### src/rtl/core/attc_pkg.sv
// shared types, character codes and helpers of the ansi text terminal controller
package attc_pkg;

  // glyph cell geometry in pixels
  localparam int unsigned GLYPH_WIDTH   = 8;
  localparam int unsigned GLYPH_HEIGHT  = 16;
  localparam int unsigned GLYPH_W_SHIFT = 3;
  localparam int unsigned GLYPH_H_SHIFT = 4;

  // register widths and reset values
  localparam int unsigned DIM_W          = 13;
  localparam int unsigned POS_W          = 16;
  localparam int unsigned ATTR_W         = 18;
  localparam int unsigned ROW_W          = 5;
  localparam logic [12:0] WIDTH_RESET    = 13'd640;
  localparam logic [12:0] HEIGHT_RESET   = 13'd480;
  localparam logic [17:0] ATTR_RESET     = 18'h0000a;
  localparam logic [4:0]  CURSOR_ROWS    = 5'd16;
  localparam logic [4:0]  CURSOR_HI_DFLT = 5'd3;
  localparam logic [15:0] ARG_MAX        = 16'hffff;

  // register indexes of the config port
  localparam logic REG_SCREEN_WIDTH  = 1'b0;
  localparam logic REG_SCREEN_HEIGHT = 1'b1;

  // parse modes
  localparam logic [1:0] MODE_TEXT = 2'd0;
  localparam logic [1:0] MODE_ESC  = 2'd1;
  localparam logic [1:0] MODE_CSI  = 2'd2;

  // framebuffer command codes
  localparam logic [2:0] CMD_NONE   = 3'd0;
  localparam logic [2:0] CMD_GLYPH  = 3'd1;
  localparam logic [2:0] CMD_SCROLL = 3'd2;
  localparam logic [2:0] CMD_DELETE = 3'd3;
  localparam logic [2:0] CMD_INSERT = 3'd4;
  localparam logic [2:0] CMD_CLEAR  = 3'd5;

  // character codes
  localparam logic [7:0] CH_LF     = 8'h0a;
  localparam logic [7:0] CH_BS     = 8'h08;
  localparam logic [7:0] CH_ESC    = 8'h1b;
  localparam logic [7:0] CH_SPACE  = 8'h20;
  localparam logic [7:0] CH_TILDE  = 8'h7e;
  localparam logic [7:0] CH_ZERO   = 8'h30;
  localparam logic [7:0] CH_NINE   = 8'h39;
  localparam logic [7:0] CH_SEMI   = 8'h3b;
  localparam logic [7:0] CH_LBRACK = 8'h5b;
  localparam logic [7:0] FIN_M     = 8'h6d;
  localparam logic [7:0] FIN_UP    = 8'h41;
  localparam logic [7:0] FIN_DOWN  = 8'h42;
  localparam logic [7:0] FIN_RIGHT = 8'h43;
  localparam logic [7:0] FIN_LEFT  = 8'h44;
  localparam logic [7:0] FIN_INS   = 8'h61;
  localparam logic [7:0] FIN_J     = 8'h4a;
  localparam logic [7:0] FIN_K     = 8'h4b;
  localparam logic [7:0] FIN_H     = 8'h48;
  localparam logic [7:0] FIN_SAVE  = 8'h73;
  localparam logic [7:0] FIN_REST  = 8'h75;
  localparam logic [7:0] FIN_HIDE  = 8'h6c;
  localparam logic [7:0] FIN_SHAPE = 8'h68;

  // screen geometry from the config registers
  typedef struct packed {
    logic [12:0] screen_width;
    logic [12:0] screen_height;
  } cfg_t;

  // one result item
  typedef struct packed {
    logic [2:0]  command;
    logic [15:0] cmd_x;
    logic [15:0] cmd_y;
    logic [15:0] cmd_amount;
    logic [7:0]  glyph_code;
    logic [17:0] glyph_attr;
    logic [15:0] cursor_x;
    logic [15:0] cursor_y;
    logic [4:0]  cursor_top_row;
    logic [4:0]  cursor_end_row;
  } result_t;

  // sgr colour code applied to an attribute
  function automatic logic [17:0] set_colour(input logic [17:0] a, input logic [15:0] code);
    logic [17:0] r;
    logic [15:0] fg;
    logic [15:0] bg;
    fg = code - 16'd30;
    bg = code - 16'd40;
    case (code)
      16'd0:   r = 18'h00007;
      16'd1:   r = a | 18'h00008;
      16'd2:   r = a | 18'h00800;
      16'd4:   r = a | 18'h10000;
      16'd5:   r = a | 18'h20000;
      16'd7:   r = a ^ 18'h0ffff;
      16'd8:   r = a & 18'h0ffff;
      default: begin
        if (code inside {[16'd30:16'd37]}) begin
          r = {a[17:8], fg[7:0]};
        end else if (code inside {[16'd40:16'd47]}) begin
          r = {a[17:16], bg[7:0], a[7:0]};
        end else begin
          r = a;
        end
      end
    endcase
    return r;
  endfunction

  // cursor shape rows saturate at the glyph height
  function automatic logic [4:0] clamp_rows(input logic [15:0] v);
    return (v > 16'(CURSOR_ROWS)) ? CURSOR_ROWS : v[4:0];
  endfunction

endpackage

### src/rtl/core/attc_char_if.sv
// character input channel
interface attc_char_if;
  logic       valid;
  logic       ready;
  logic [7:0] char_code;

  modport source (output valid, output char_code, input ready);
  modport sink (input valid, input char_code, output ready);
endinterface

### src/rtl/core/attc_cmd_if.sv
// framebuffer command output channel
interface attc_cmd_if;
  logic        valid;
  logic        ready;
  logic [2:0]  command;
  logic [15:0] cmd_x;
  logic [15:0] cmd_y;
  logic [15:0] cmd_amount;
  logic [7:0]  glyph_code;
  logic [17:0] glyph_attr;
  logic [15:0] cursor_x;
  logic [15:0] cursor_y;
  logic [4:0]  cursor_top_row;
  logic [4:0]  cursor_end_row;

  modport source (
    output valid, output command, output cmd_x, output cmd_y, output cmd_amount,
    output glyph_code, output glyph_attr, output cursor_x, output cursor_y,
    output cursor_top_row, output cursor_end_row, input ready
  );
  modport sink (
    input valid, input command, input cmd_x, input cmd_y, input cmd_amount,
    input glyph_code, input glyph_attr, input cursor_x, input cursor_y,
    input cursor_top_row, input cursor_end_row, output ready
  );
endinterface

### src/rtl/core/attc_cfg.sv
// apb register file for the screen geometry
module attc_cfg (
  input  logic                clk_i,
  input  logic                rst_ni,
  input  logic                psel,
  input  logic                penable,
  input  logic                pwrite,
  input  logic [2:0]          paddr,
  input  logic [31:0]         pwdata,
  output logic [31:0]         prdata,
  output logic                pready,
  output attc_pkg::cfg_t      cfg_o
);

  logic        wr_en;
  logic        reg_sel;
  logic [12:0] width_q;
  logic [12:0] height_q;

  // word select, byte lanes ignored
  assign reg_sel = paddr[2];
  assign wr_en   = psel && penable && pwrite;
  assign pready  = 1'b1;

  // register writes
  always_ff @(posedge clk_i or negedge rst_ni) begin
    if (!rst_ni) begin
      width_q  <= attc_pkg::WIDTH_RESET;
      height_q <= attc_pkg::HEIGHT_RESET;
    end else if (wr_en) begin
      if (reg_sel == attc_pkg::REG_SCREEN_WIDTH) begin
        width_q <= pwdata[12:0];
      end else begin
        height_q <= pwdata[12:0];
      end
    end
  end

  // read back
  assign prdata = (reg_sel == attc_pkg::REG_SCREEN_HEIGHT) ? {19'd0, height_q}
                                                           : {19'd0, width_q};

  assign cfg_o.screen_width  = width_q;
  assign cfg_o.screen_height = height_q;

endmodule

### src/rtl/core/attc_core.sv
// terminal state registers and the per-character step logic
module attc_core (
  input  logic               clk_i,
  input  logic               rst_ni,
  input  logic               step_i,
  input  logic [7:0]         char_code_i,
  input  attc_pkg::cfg_t     cfg_i,
  output attc_pkg::result_t  result_o
);

  logic [15:0] pos_x_q, pos_x_d, pos_y_q, pos_y_d;
  logic [15:0] saved_x_q, saved_x_d, saved_y_q, saved_y_d;
  logic [17:0] attr_q, attr_d, attr_mid;
  logic [4:0]  cur_low_q, cur_low_d, cur_high_q, cur_high_d;
  logic [1:0]  mode_q, mode_d;
  logic [15:0] arg_cur_q, arg_cur_d, arg_prev_q, arg_prev_d;

  logic [12:0] sw, sh, xmax, ymax;
  logic [15:0] n;
  logic [19:0] n_w, n_h;
  logic [15:0] line_left;
  logic [16:0] ny, ny_over;
  logic [16:0] glyph_adv;
  logic [20:0] down_v, right_v;
  logic [28:0] page_v;
  logic [19:0] digit_v;
  logic        text_en;
  logic        final_en;
  logic [2:0]  cmd;
  logic [15:0] cx, cy, camt;
  logic [7:0]  gcode;

  // derived geometry and argument scaling
  always_comb begin
    sw        = cfg_i.screen_width;
    sh        = cfg_i.screen_height;
    xmax      = (sw > 13'(attc_pkg::GLYPH_WIDTH)) ? sw - 13'(attc_pkg::GLYPH_WIDTH) : '0;
    ymax      = (sh > 13'(attc_pkg::GLYPH_HEIGHT)) ? sh - 13'(attc_pkg::GLYPH_HEIGHT) : '0;
    n         = (arg_cur_q != '0) ? arg_cur_q : 16'd1;
    n_w       = 20'(n) << attc_pkg::GLYPH_W_SHIFT;
    n_h       = 20'(n) << attc_pkg::GLYPH_H_SHIFT;
    line_left = (16'(xmax) > pos_x_q) ? 16'(xmax) - pos_x_q : '0;
    ny        = 17'(pos_y_q) + 17'(attc_pkg::GLYPH_HEIGHT);
    ny_over   = ny - 17'(ymax);
    glyph_adv = 17'(pos_x_q) + 17'(attc_pkg::GLYPH_WIDTH);
    down_v    = 21'(pos_y_q) + 21'(n_h);
    right_v   = 21'(pos_x_q) + 21'(n_w);
    page_v    = 29'(n) * 29'(ymax);
    digit_v   = ({4'd0, arg_cur_q} << 3) + ({4'd0, arg_cur_q} << 1)
              + 20'(char_code_i - attc_pkg::CH_ZERO);
  end

  // parse mode and argument collection
  always_comb begin
    mode_d     = mode_q;
    arg_cur_d  = arg_cur_q;
    arg_prev_d = arg_prev_q;
    text_en    = 1'b0;
    final_en   = 1'b0;
    case (mode_q)
      attc_pkg::MODE_CSI: begin
        if (char_code_i inside {[attc_pkg::CH_ZERO:attc_pkg::CH_NINE]}) begin
          arg_cur_d = (digit_v > 20'(attc_pkg::ARG_MAX)) ? attc_pkg::ARG_MAX : digit_v[15:0];
        end else if (char_code_i == attc_pkg::CH_SEMI) begin
          arg_prev_d = arg_cur_q;
          arg_cur_d  = '0;
        end else begin
          final_en = 1'b1;
          mode_d   = attc_pkg::MODE_TEXT;
        end
      end
      attc_pkg::MODE_ESC: begin
        if (char_code_i == attc_pkg::CH_LBRACK) begin
          mode_d     = attc_pkg::MODE_CSI;
          arg_cur_d  = '0;
          arg_prev_d = '0;
        end else if (char_code_i != attc_pkg::CH_ESC) begin
          mode_d  = attc_pkg::MODE_TEXT;
          text_en = 1'b1;
        end
      end
      default: begin
        if (char_code_i == attc_pkg::CH_ESC) begin
          mode_d = attc_pkg::MODE_ESC;
        end else begin
          mode_d  = attc_pkg::MODE_TEXT;
          text_en = 1'b1;
        end
      end
    endcase
  end

  // text bytes and final letters
  always_comb begin
    pos_x_d    = pos_x_q;
    pos_y_d    = pos_y_q;
    saved_x_d  = saved_x_q;
    saved_y_d  = saved_y_q;
    attr_mid   = (arg_prev_q != '0) ? attc_pkg::set_colour(attr_q, arg_prev_q) : attr_q;
    attr_d     = attr_q;
    cur_low_d  = cur_low_q;
    cur_high_d = cur_high_q;
    cmd        = attc_pkg::CMD_NONE;
    cx         = '0;
    cy         = '0;
    camt       = '0;
    gcode      = '0;
    if (text_en) begin
      if (char_code_i == attc_pkg::CH_LF) begin
        pos_x_d = '0;
        if (ny > 17'(ymax)) begin
          cmd     = attc_pkg::CMD_SCROLL;
          camt    = (ny_over > 17'(sh)) ? 16'(sh) : ny_over[15:0];
          pos_y_d = 16'(ymax);
        end else begin
          pos_y_d = ny[15:0];
        end
      end else if (char_code_i == attc_pkg::CH_BS) begin
        if (pos_x_q >= 16'(attc_pkg::GLYPH_WIDTH)) begin
          cmd     = attc_pkg::CMD_DELETE;
          cx      = pos_x_q;
          cy      = pos_y_q;
          camt    = line_left;
          pos_x_d = pos_x_q - 16'(attc_pkg::GLYPH_WIDTH);
        end
      end else if (char_code_i inside {[attc_pkg::CH_SPACE:attc_pkg::CH_TILDE]}) begin
        cmd     = attc_pkg::CMD_GLYPH;
        cx      = pos_x_q;
        cy      = pos_y_q;
        gcode   = char_code_i;
        pos_x_d = glyph_adv[16] ? attc_pkg::ARG_MAX : glyph_adv[15:0];
      end
    end else if (final_en) begin
      case (char_code_i)
        attc_pkg::FIN_M: begin
          attr_d = attc_pkg::set_colour(attr_mid, arg_cur_q);
        end
        attc_pkg::FIN_UP: begin
          pos_y_d = (20'(pos_y_q) > n_h) ? pos_y_q - n_h[15:0] : '0;
        end
        attc_pkg::FIN_DOWN: begin
          pos_y_d = (down_v > 21'(ymax)) ? 16'(ymax) : down_v[15:0];
        end
        attc_pkg::FIN_RIGHT: begin
          pos_x_d = (right_v > 21'(xmax)) ? 16'(xmax) : right_v[15:0];
        end
        attc_pkg::FIN_LEFT: begin
          pos_x_d = (20'(pos_x_q) > n_w) ? pos_x_q - n_w[15:0] : '0;
        end
        attc_pkg::FIN_INS: begin
          cmd  = attc_pkg::CMD_INSERT;
          cx   = pos_x_q;
          cy   = pos_y_q;
          camt = (n_w > 20'(attc_pkg::ARG_MAX)) ? attc_pkg::ARG_MAX : n_w[15:0];
        end
        attc_pkg::FIN_J: begin
          cmd  = attc_pkg::CMD_SCROLL;
          camt = (page_v > 29'(sh)) ? 16'(sh) : page_v[15:0];
        end
        attc_pkg::FIN_K: begin
          cmd  = attc_pkg::CMD_CLEAR;
          cx   = pos_x_q;
          cy   = pos_y_q;
          camt = line_left;
        end
        attc_pkg::FIN_H: begin
          pos_x_d = arg_cur_q;
          pos_y_d = arg_prev_q;
        end
        attc_pkg::FIN_SAVE: begin
          saved_x_d = pos_x_q;
          saved_y_d = pos_y_q;
        end
        attc_pkg::FIN_REST: begin
          pos_x_d = saved_x_q;
          pos_y_d = saved_y_q;
        end
        attc_pkg::FIN_HIDE: begin
          cur_low_d  = '0;
          cur_high_d = '0;
        end
        attc_pkg::FIN_SHAPE: begin
          cur_low_d  = attc_pkg::clamp_rows(arg_prev_q);
          cur_high_d = (arg_cur_q != '0) ? attc_pkg::clamp_rows(arg_cur_q)
                                         : attc_pkg::CURSOR_HI_DFLT;
        end
        default: begin
        end
      endcase
    end
  end

  // state update, one character per step
  always_ff @(posedge clk_i or negedge rst_ni) begin
    if (!rst_ni) begin
      pos_x_q    <= '0;
      pos_y_q    <= '0;
      saved_x_q  <= '0;
      saved_y_q  <= '0;
      attr_q     <= attc_pkg::ATTR_RESET;
      cur_low_q  <= '0;
      cur_high_q <= attc_pkg::CURSOR_HI_DFLT;
      mode_q     <= attc_pkg::MODE_TEXT;
      arg_cur_q  <= '0;
      arg_prev_q <= '0;
    end else if (step_i) begin
      pos_x_q    <= pos_x_d;
      pos_y_q    <= pos_y_d;
      saved_x_q  <= saved_x_d;
      saved_y_q  <= saved_y_d;
      attr_q     <= attr_d;
      cur_low_q  <= cur_low_d;
      cur_high_q <= cur_high_d;
      mode_q     <= mode_d;
      arg_cur_q  <= arg_cur_d;
      arg_prev_q <= arg_prev_d;
    end
  end

  // result item from the post-step state
  always_comb begin
    result_o.command        = cmd;
    result_o.cmd_x          = cx;
    result_o.cmd_y          = cy;
    result_o.cmd_amount     = camt;
    result_o.glyph_code     = gcode;
    result_o.glyph_attr     = attr_d;
    result_o.cursor_x       = pos_x_d;
    result_o.cursor_y       = pos_y_d;
    result_o.cursor_top_row = attc_pkg::CURSOR_ROWS - cur_high_d;
    result_o.cursor_end_row = attc_pkg::CURSOR_ROWS - cur_low_d;
  end

endmodule

### src/rtl/core/ansi_text_terminal_controller.sv
// top level: input register, terminal step core, output register and apb config
// path: a character is held in the input register, stepped by the core, and its command is held in the output register
// throughput: one character per cycle while commands are taken, with state fed back through one step of logic
// while a command waits on the output one more character is held, then input stalls
// reset: asynchronous active low, cursor, attribute and parser return to their
// initial values and the screen comes up as 640 by 480 pixels
module ansi_text_terminal_controller (
  input  logic         clk_i,
  input  logic         rst_ni,
  attc_char_if.sink    char_i,
  attc_cmd_if.source   cmd_o,
  input  logic         psel,
  input  logic         penable,
  input  logic         pwrite,
  input  logic [2:0]   paddr,
  input  logic [31:0]  pwdata,
  output logic [31:0]  prdata,
  output logic         pready
);

  attc_pkg::cfg_t    cfg;
  attc_pkg::result_t step_res;
  attc_pkg::result_t out_q;
  logic              in_valid_q, in_valid_d;
  logic [7:0]        in_char_q;
  logic              out_valid_q, out_valid_d;
  logic              out_free;
  logic              step;
  logic              in_accept;

  // config registers
  attc_cfg u_cfg (
    .clk_i   (clk_i),
    .rst_ni  (rst_ni),
    .psel    (psel),
    .penable (penable),
    .pwrite  (pwrite),
    .paddr   (paddr),
    .pwdata  (pwdata),
    .prdata  (prdata),
    .pready  (pready),
    .cfg_o   (cfg)
  );

  // handshake between input register and output register
  assign out_free     = !out_valid_q || cmd_o.ready;
  assign step         = in_valid_q && out_free;
  assign char_i.ready = !in_valid_q || out_free;
  assign in_accept    = char_i.valid && char_i.ready;
  assign in_valid_d   = in_accept || (in_valid_q && !step);
  assign out_valid_d  = step || (out_valid_q && !cmd_o.ready);

  always_ff @(posedge clk_i or negedge rst_ni) begin
    if (!rst_ni) begin
      in_valid_q  <= 1'b0;
      out_valid_q <= 1'b0;
    end else begin
      in_valid_q  <= in_valid_d;
      out_valid_q <= out_valid_d;
    end
  end

  // input item register
  always_ff @(posedge clk_i) begin
    if (in_accept) begin
      in_char_q <= char_i.char_code;
    end
  end

  // step core
  attc_core u_core (
    .clk_i       (clk_i),
    .rst_ni      (rst_ni),
    .step_i      (step),
    .char_code_i (in_char_q),
    .cfg_i       (cfg),
    .result_o    (step_res)
  );

  // result item register
  always_ff @(posedge clk_i) begin
    if (step) begin
      out_q <= step_res;
    end
  end

  assign cmd_o.valid          = out_valid_q;
  assign cmd_o.command        = out_q.command;
  assign cmd_o.cmd_x          = out_q.cmd_x;
  assign cmd_o.cmd_y          = out_q.cmd_y;
  assign cmd_o.cmd_amount     = out_q.cmd_amount;
  assign cmd_o.glyph_code     = out_q.glyph_code;
  assign cmd_o.glyph_attr     = out_q.glyph_attr;
  assign cmd_o.cursor_x       = out_q.cursor_x;
  assign cmd_o.cursor_y       = out_q.cursor_y;
  assign cmd_o.cursor_top_row = out_q.cursor_top_row;
  assign cmd_o.cursor_end_row = out_q.cursor_end_row;

endmodule

### src/flat_wrapper.sv
// flat-port wrapper written by rule: the top's interface ports become plain ports
module ansi_text_terminal_controller_flat 
  (clk_i, rst_ni, psel, penable, pwrite, paddr, pwdata, prdata, pready, char_i_valid, char_i_char_code, char_i_ready, cmd_o_valid, cmd_o_command, cmd_o_cmd_x, cmd_o_cmd_y, cmd_o_cmd_amount, cmd_o_glyph_code, cmd_o_glyph_attr, cmd_o_cursor_x, cmd_o_cursor_y, cmd_o_cursor_top_row, cmd_o_cursor_end_row, cmd_o_ready);
  attc_char_if char_i_i ();
  attc_cmd_if cmd_o_i ();
  input  logic clk_i;
  input  logic rst_ni;
  input  logic psel;
  input  logic penable;
  input  logic pwrite;
  input  logic [2:0] paddr;
  input  logic [31:0] pwdata;
  output logic [31:0] prdata;
  output logic pready;
  input wire logic [$bits(char_i_i.valid)-1:0] char_i_valid;
  input wire logic [$bits(char_i_i.char_code)-1:0] char_i_char_code;
  output wire logic [$bits(char_i_i.ready)-1:0] char_i_ready;
  output wire logic [$bits(cmd_o_i.valid)-1:0] cmd_o_valid;
  output wire logic [$bits(cmd_o_i.command)-1:0] cmd_o_command;
  output wire logic [$bits(cmd_o_i.cmd_x)-1:0] cmd_o_cmd_x;
  output wire logic [$bits(cmd_o_i.cmd_y)-1:0] cmd_o_cmd_y;
  output wire logic [$bits(cmd_o_i.cmd_amount)-1:0] cmd_o_cmd_amount;
  output wire logic [$bits(cmd_o_i.glyph_code)-1:0] cmd_o_glyph_code;
  output wire logic [$bits(cmd_o_i.glyph_attr)-1:0] cmd_o_glyph_attr;
  output wire logic [$bits(cmd_o_i.cursor_x)-1:0] cmd_o_cursor_x;
  output wire logic [$bits(cmd_o_i.cursor_y)-1:0] cmd_o_cursor_y;
  output wire logic [$bits(cmd_o_i.cursor_top_row)-1:0] cmd_o_cursor_top_row;
  output wire logic [$bits(cmd_o_i.cursor_end_row)-1:0] cmd_o_cursor_end_row;
  input wire logic [$bits(cmd_o_i.ready)-1:0] cmd_o_ready;
  assign char_i_i.valid = char_i_valid;
  assign char_i_i.char_code = char_i_char_code;
  assign char_i_ready = char_i_i.ready;
  assign cmd_o_valid = cmd_o_i.valid;
  assign cmd_o_command = cmd_o_i.command;
  assign cmd_o_cmd_x = cmd_o_i.cmd_x;
  assign cmd_o_cmd_y = cmd_o_i.cmd_y;
  assign cmd_o_cmd_amount = cmd_o_i.cmd_amount;
  assign cmd_o_glyph_code = cmd_o_i.glyph_code;
  assign cmd_o_glyph_attr = cmd_o_i.glyph_attr;
  assign cmd_o_cursor_x = cmd_o_i.cursor_x;
  assign cmd_o_cursor_y = cmd_o_i.cursor_y;
  assign cmd_o_cursor_top_row = cmd_o_i.cursor_top_row;
  assign cmd_o_cursor_end_row = cmd_o_i.cursor_end_row;
  assign cmd_o_i.ready = cmd_o_ready;
  ansi_text_terminal_controller u_core (.clk_i(clk_i), .rst_ni(rst_ni), .char_i(char_i_i), .cmd_o(cmd_o_i), .psel(psel), .penable(penable), .pwrite(pwrite), .paddr(paddr), .pwdata(pwdata), .prdata(prdata), .pready(pready));
endmodule
### config.mk
export PLATFORM = sky130hd
export DESIGN_NAME = ansi_text_terminal_controller_flat
export DESIGN_NICKNAME = d
export VERILOG_FILES = /design/src/rtl/core/attc_pkg.sv /design/src/rtl/core/attc_char_if.sv /design/src/rtl/core/attc_cmd_if.sv /design/src/rtl/core/attc_cfg.sv /design/src/rtl/core/attc_core.sv /design/src/rtl/core/ansi_text_terminal_controller.sv /design/src/flat_wrapper.sv
export SDC_FILE = /design/constraint.sdc
export NUM_CORES = 1
export LEC_CHECK = 0
export BUFFER_PORTS_ARGS = -buffer_cell sky130_fd_sc_hd__buf_2
export CORE_ASPECT_RATIO = 1.75
export CORE_MARGIN = 2
export CORE_UTILIZATION = 45
export DETAILED_ROUTE_END_ITERATION = 8
export SLEW_MARGIN = 25
export SYNTH_ARGS = -nofsm -noshare
export SYNTH_HDL_FRONTEND = slang
export SYNTH_SLANG_ARGS = --single-unit
### constraint.sdc
create_clock -name clk_i -period 12.3 [get_ports clk_i]
set_input_delay 2.46 -clock clk_i [delete_from_list [all_inputs] [get_ports clk_i]]
set_output_delay 2.46 -clock clk_i [all_outputs]
set_load 0.02 [all_outputs]
; Yosys cells after proc, flatten, opt, wreduce, memory -nomap -nowiden
; Cells that the tools add are included.
[classes]
n_addsub = 20
n_mul = 1
order_cmp = 27
n_eq_ne = 39
mux = 94
bitwise = 5
reduce_logical = 33
[op_table]
columns = cell, count
row1 = 2-to-1 mux 16 bit, 50
row2 = case mux 18 bit (7 select lines), 2
row3 = case mux 16 bit (4 select lines), 2
row4 = equality test 8 x 7 -> 1 bit (second input constant), 14
row5 = equality test 16 x 3 -> 1 bit (second input constant), 6
row6 = 2-to-1 mux 18 bit, 4
row7 = <= comparator 16 x 6 -> 1 bit (second input constant), 4
row8 = case mux 16 bit (2 select lines), 2
row9 = case mux 16 bit (3 select lines), 1
row10 = 2-to-1 mux 13 bit, 3
row11 = 2-to-1 mux 5 bit, 7
row12 = greater-than comparator 17 x 13 -> 1 bit, 2
row13 = equality test 16 x 1 -> 1 bit (second input constant), 2
row14 = equality test 16 x 2 -> 1 bit (second input constant), 2
row15 = equality test 16 x 4 -> 1 bit (second input constant), 2
row16 = greater-or-equal comparator 16 x 5 -> 1 bit (second input constant), 2
row17 = greater-or-equal comparator 16 x 6 -> 1 bit (second input constant), 2
row18 = greater-than comparator 16 x 5 -> 1 bit (second input constant), 2
row19 = zero test 16 bit, 2
row20 = inverter 16 bit, 2
row21 = nonzero test 16 bit, 2
row22 = subtractor 16 bit, 2
row23 = greater-than comparator 29 x 13 -> 1 bit, 1
row24 = multiplier 16 x 13 -> 29 bit, 1
row25 = other kinds (53), 100
[word_totals]
reg_bits = 281
output_inout_bits = 154
elab_cells = 244

; Depth between registers and ports, before layout
[logic_depth]
word_depth = 12
depth_mapped = 36
ltp_nobuf = 33

; Modules after synthesis
; From an unflattened synthesis, not the netlist that was laid out.
[hier_totals]
hier_cells = 3460
hier_area_um2 = 29684.7
[modules_own_cells]
columns = mod, instances, cells_each, area_each_um2, seq_area_each_um2
row1 = attc_core, 1, 3233, 24414.7, 3158.0
row2 = ansi_text_terminal_controller, 1, 135, 3917.5, 3863.7
row3 = attc_cfg, 1, 92, 1352.5, 658.1

; Least setup slack after synthesis
; No wires, ideal clock.
[synth_path]
path_type = flip-flop to flip-flop
startpoint = register u_core.u_cfg.height_q[8]
endpoint = register u_core.out_q (netlist bit u_core.cmd_o.cmd_amount[1]), data pin
setup_ns = 0.261
t_arrival_ns = 8.482
setup_slack_ns = 3.557
stages_incl_launch_ff = 36
n_path_buf = 4
synth_period_minus_slack_ns = 8.743
cell_sequence = dfstp_2 clkbuf_1 nor4_1 nor4bb_1 clkbuf_1 nor2_1 inv_1 clkbuf_1 nor2_1 fa_1 inv_1 fa_1 inv_1 fa_1 inv_1 fa_1 fa_1 inv_1 ha_1 o211ai_1 a21oi_1 nor2_1 o21ai_0 xor2_1 ha_1 o21ai_0 o21bai_1 a2111oi_0 o31ai_1 a22oi_1 o2111ai_1 nor4_1 o311a_1 buf_2 o221ai_1 a221o_1
[synth_lines]
columns = element, line_no
row1 = start: declaration, attc_cfg.sv:18  ; logic [12:0] height_q;
row2 = start signal: assignment, attc_cfg.sv:29  ; height_q <= attc_pkg::HEIGHT_RESET;
row3 = start signal: assignment, attc_cfg.sv:34  ; height_q <= pwdata[12:0];
row4 = end signal: assignment, ansi_text_terminal_controller.sv:83  ; out_q <= step_res;
row5 = end: declaration, ansi_text_terminal_controller.sv:23  ; attc_pkg::result_t out_q;

==> run_results.csv <==
group,metric,value,unit
outcome,outcome,"finished clean",
worst_setup_path,timing.reg2reg.worst_path_depth,31,
floorplanning,fp-row-count,124,
worst_setup_path,worst_r2r_startpoint,"u_core.u_core.arg_cur_q[8]$_DFFE_PN0P_",
floorplanning,fp.dieH,344,µm
cts,cts_tree,"done",
sta,timing.final.setup_violations,0,
sta,rsz0062_at_grt,"no",
routing,drt-total-wl,107000,µm
synth,synth_largest_area_cell,"sky130_fd_sc_hd__edfxtp_1",
routing,post_drt_wl_per_cell,24.0,µm
synth,syn_inst,3462,
routing,antenna_left,0,
worst_setup_path,slowest_delay,0.69,ns
final_layout,layout-area-overhead-vs-synth,9.39,%
sta,report.final.hold_viol_count,0,
synth,ys_seq_elements,281,
final_layout,fillerInstances,6342,
routing,vias_per_cell,6.01,
routing,drt_initial_violations,2068,
synth,synth_top_area_share,12.8,%
synth,async_reset_ff_share,54.8,%
final_layout,most-common-layout-cells,"sky130_fd_sc_hd__inv_1, sky130_fd_sc_hd__nand2_1, sky130_fd_sc_hd__nor2_1",
cts,cts_num_sinks,281,
synth,synth_ff_type,"sky130_fd_sc_hd__dfrtp_1",
synth,main_area_contributors_after_synthesis,"sky130_fd_sc_hd__edfxtp_1, sky130_fd_sc_hd__dfrtp_1, sky130_fd_sc_hd__fa_1, sky130_fd_sc_hd__ha_1, sky130_fd_sc_hd__inv_1",
global_route,grt_start_max_net_pins,86,
synth,synth_area_per_cell,8.58,µm²
floorplanning,fp.coreArea,65300,µm²
cts,numCtsBuffers,30,
sta,finalCritPeriodShare,86.2,%
global_route,grt.total_usage,31.3,%
global_route,globalRoute.totalOverflow,0,
sta,max_slew_margin,29.9,%
routing,drc,0,
worst_setup_path,worstSetupStartpointType,"flop",
cts,root_buffer_cell,"sky130_fd_sc_hd__clkbuf_16",
floorplanning,floorplan.initialDensity,45.5,%
synth,syn_warnings,0,
routing,routed-via-count,26700,
worst_setup_path,startpoint_to_endpoint_class_of_the_critical_path,"reg2reg",
worst_setup_path,critPathArrivalTime,10.95,ns
final_layout,mostFrequentLayoutCell,"sky130_fd_sc_hd__inv_1",
cts,post_cts_buffers,0,
final_layout,antenna_cells,0,
final_layout,layout.cell_area.non_filler,32500,µm²
power,power.ir.vdd_worst,0.122,mV
cts,cts_hold_repair.buffers,0,
worst_setup_path,critical_path.slowest_cell,"sky130_fd_sc_hd__nor4_1",
worst_setup_path,crit_path_start,"u_core.u_core.arg_cur_q[8]$_DFFE_PN0P_",
final_layout,final_layout_size_suffix_gt1_share,12.4,%
worst_setup_path,ff2ff_setup_slack,1.69,ns
worst_setup_path,cp-end-kind,"flop",
synth,synth-seq-area-share,25.9,%
power,leakagePower,0.0147,µW
placement,post_dp_cell_area,31400,µm²
placement,port-buffer-count,162,
final_layout,final_nets,4003,
sta,fmax,94.3,MHz
cts,cts.clk_slew.worst_paths,0.07,ns
placement,gp_routability_congestion,0.983,
placement,detailed_place_hpwl,82200,µm
sta,timing.final.max_slew_violations,0,
worst_setup_path,crit-reg2reg-capture,"u_core.cmd_o.cmd_amount[1]$_DFFE_PP_",
worst_setup_path,timing.critical_path.required,12.64,ns
sta,worst_pin_slew,1.05,ns
sta,min_period,10.61,ns
floorplanning,io_pins,204,
routing,drt-pass1-iter-count,7,
global_route,first_pass_grt_wire_length,160000,µm
cts,post_cts.resized_instances,0,
sta,setup-tns-final,0,ns
global_route,grt_pass1_vias,26500,
worst_setup_path,cp_max_fanout,7,
synth,post_synth_num_cell_types,98,
global_route,grt_antenna_before_repair,1,
synth,synthesis.area,29700,µm²
flow_run,drv.max_cap_violation_count,0,
cts,clk-insertion-delay-late,0.62,ns
hold_path,hp-class,"reg2reg",
floorplanning,chipWidth,198,µm
cts,ctsHtreeMaxLevel,1,
power,power_density_over_the_cells,140,nW/µm²
floorplanning,fp.dieArea,68200,µm²
synth,synth-edff-count,127,
sta,fin_skew,0.0389,ns
worst_setup_path,critical_path.endpoint,"u_core.cmd_o.cmd_amount[1]$_DFFE_PP_",
cts,clock_path_buffers,3,
cell families (layout without fill, tap and decap cells):
family | Yosys count | after routing | share of synthesized area [%]
buffers and inverters | 598 | 669 | 7.95
xor gates and xnor gates | 123 | 123 | 3.63
and+or+nand+nor | 1066 | 1066 | 16.6
muxes | 139 | 139 | 5.11
other | 2 | 21 | 0.0253
adders and majority gates | 425 | 425 | 22.3
DFF | 281 | 281 | 25.9
AOI/OAI and AO/OA | 828 | 828 | 18.5
metrics by stage:
step | cells | total power, µW | util [%] | hold slack, ns | worst slack [ns]
finish | 4434 | 4560 | 49.7 | 0.488 | 1.69
global route | 4434 | 4820 | 49.7 | 0.503 | 1.43
global placement | 4378 | 3510 | 48.0 | 0.465 | 1.89
floorplan | 3481 | 2770 | - | 0.450 | 3.56
detailed placement | 4378 | 3510 | 48.1 | 0.474 | 1.79
CTS | 4434 | 4550 | 49.7 | 0.489 | 1.77
how the worst min path moves through the flow:
stage                                            startpoint                                      end  slack (ns)  depth (start not counted)
global route        u_core.u_core.cur_high_q[3]$_DFFE_PN0P_  u_core.u_core.cur_high_q[3]$_DFFE_PN0P_        0.50                          2
CTS                 u_core.u_core.cur_high_q[3]$_DFFE_PN0P_  u_core.u_core.cur_high_q[3]$_DFFE_PN0P_        0.49                          2
global placement     u_core.u_core.cur_low_q[3]$_DFFE_PN0P_   u_core.u_core.cur_low_q[3]$_DFFE_PN0P_        0.46                          2
floorplan           u_core.u_core.cur_high_q[2]$_DFFE_PN0P_  u_core.u_core.cur_high_q[2]$_DFFE_PN0P_        0.45                          2
finish              u_core.u_core.cur_high_q[0]$_DFFE_PN1P_  u_core.u_core.cur_high_q[0]$_DFFE_PN1P_        0.49                          2
detailed placement  u_core.u_core.cur_high_q[3]$_DFFE_PN0P_  u_core.u_core.cur_high_q[3]$_DFFE_PN0P_        0.47                          2
power breakdown:
| part | switching (µW) | internal, µW |
|---|---|---|
| registers | 146 | 1080 |
| logic | 1470 | 845 |
| clock network | 417 | 601 |
| total | 2040 | 2530 |
routing by layer:
layer	GRT usage, %	routed length (µm)	up-vias
li1	-	-	12200
met1	35.0	38600	13000
met2	54.8	52300	1133
met3	3.92	6450	350
met4	22.8	9220	2
met5	0	12	-
worst max-delay path, delay by kind of cell (launching register included):
family | cells | cell delay (ns)
simple gates | 9 | 2.67
compound gates | 10 | 3.23
fa+ha+maj | 7 | 2.98
xor+xnor | 1 | 0.28
buf+inv | 4 | 0.53
flops | 1 | 0.67
final cells by class:
type / count / area, µm² / share of cell area (%)
Clock buffer: 40 / 861 / 2.65
Inverter: 381 / 1440 / 4.42
Sequential cell: 281 / 7680 / 23.6
Timing Repair Buffer: 232 / 1340 / 4.13
Clock inverter: 16 / 233 / 0.716
Multi-Input combinational cell: 2602 / 19800 / 61.1
Tap cell: 882 / 1100 / 3.40
Yosys cell counts (all sizes together) (8+ instances only):
| cell type | instances |
|---|---|
| xor2 | 34 |
| edfxtp | 127 |
| o22ai | 15 |
| o21ai | 182 |
| mux2 | 101 |
| dfrtp | 144 |
| a21o | 37 |
| o21bai | 21 |
| inv | 368 |
| or2 | 15 |
| o31ai | 35 |
| nand2b | 29 |
| o21a | 27 |
| nand4 | 32 |
| mux2i | 38 |
| a221o | 17 |
| a211o | 9 |
| or4 | 10 |
| nor4 | 24 |
| a221oi | 27 |
| a211oi | 43 |
| dfstp | 10 |
| and3 | 32 |
| clkinv | 13 |
| a2111oi | 14 |
| ha | 250 |
| nor2 | 313 |
| o221ai | 25 |
| xnor2 | 89 |
| and2 | 22 |
| clkbuf | 178 |
| a21oi | 210 |
| buf | 39 |
| o2111ai | 11 |
| or3 | 19 |
| fa | 175 |
| nand3b | 8 |
| a31oi | 28 |
| nor2b | 43 |
| o211ai | 33 |
| nand2 | 362 |
| a22oi | 18 |
| nor3 | 62 |
| nand3 | 67 |
No activity file was read; power rests on OpenSTA's default activity.
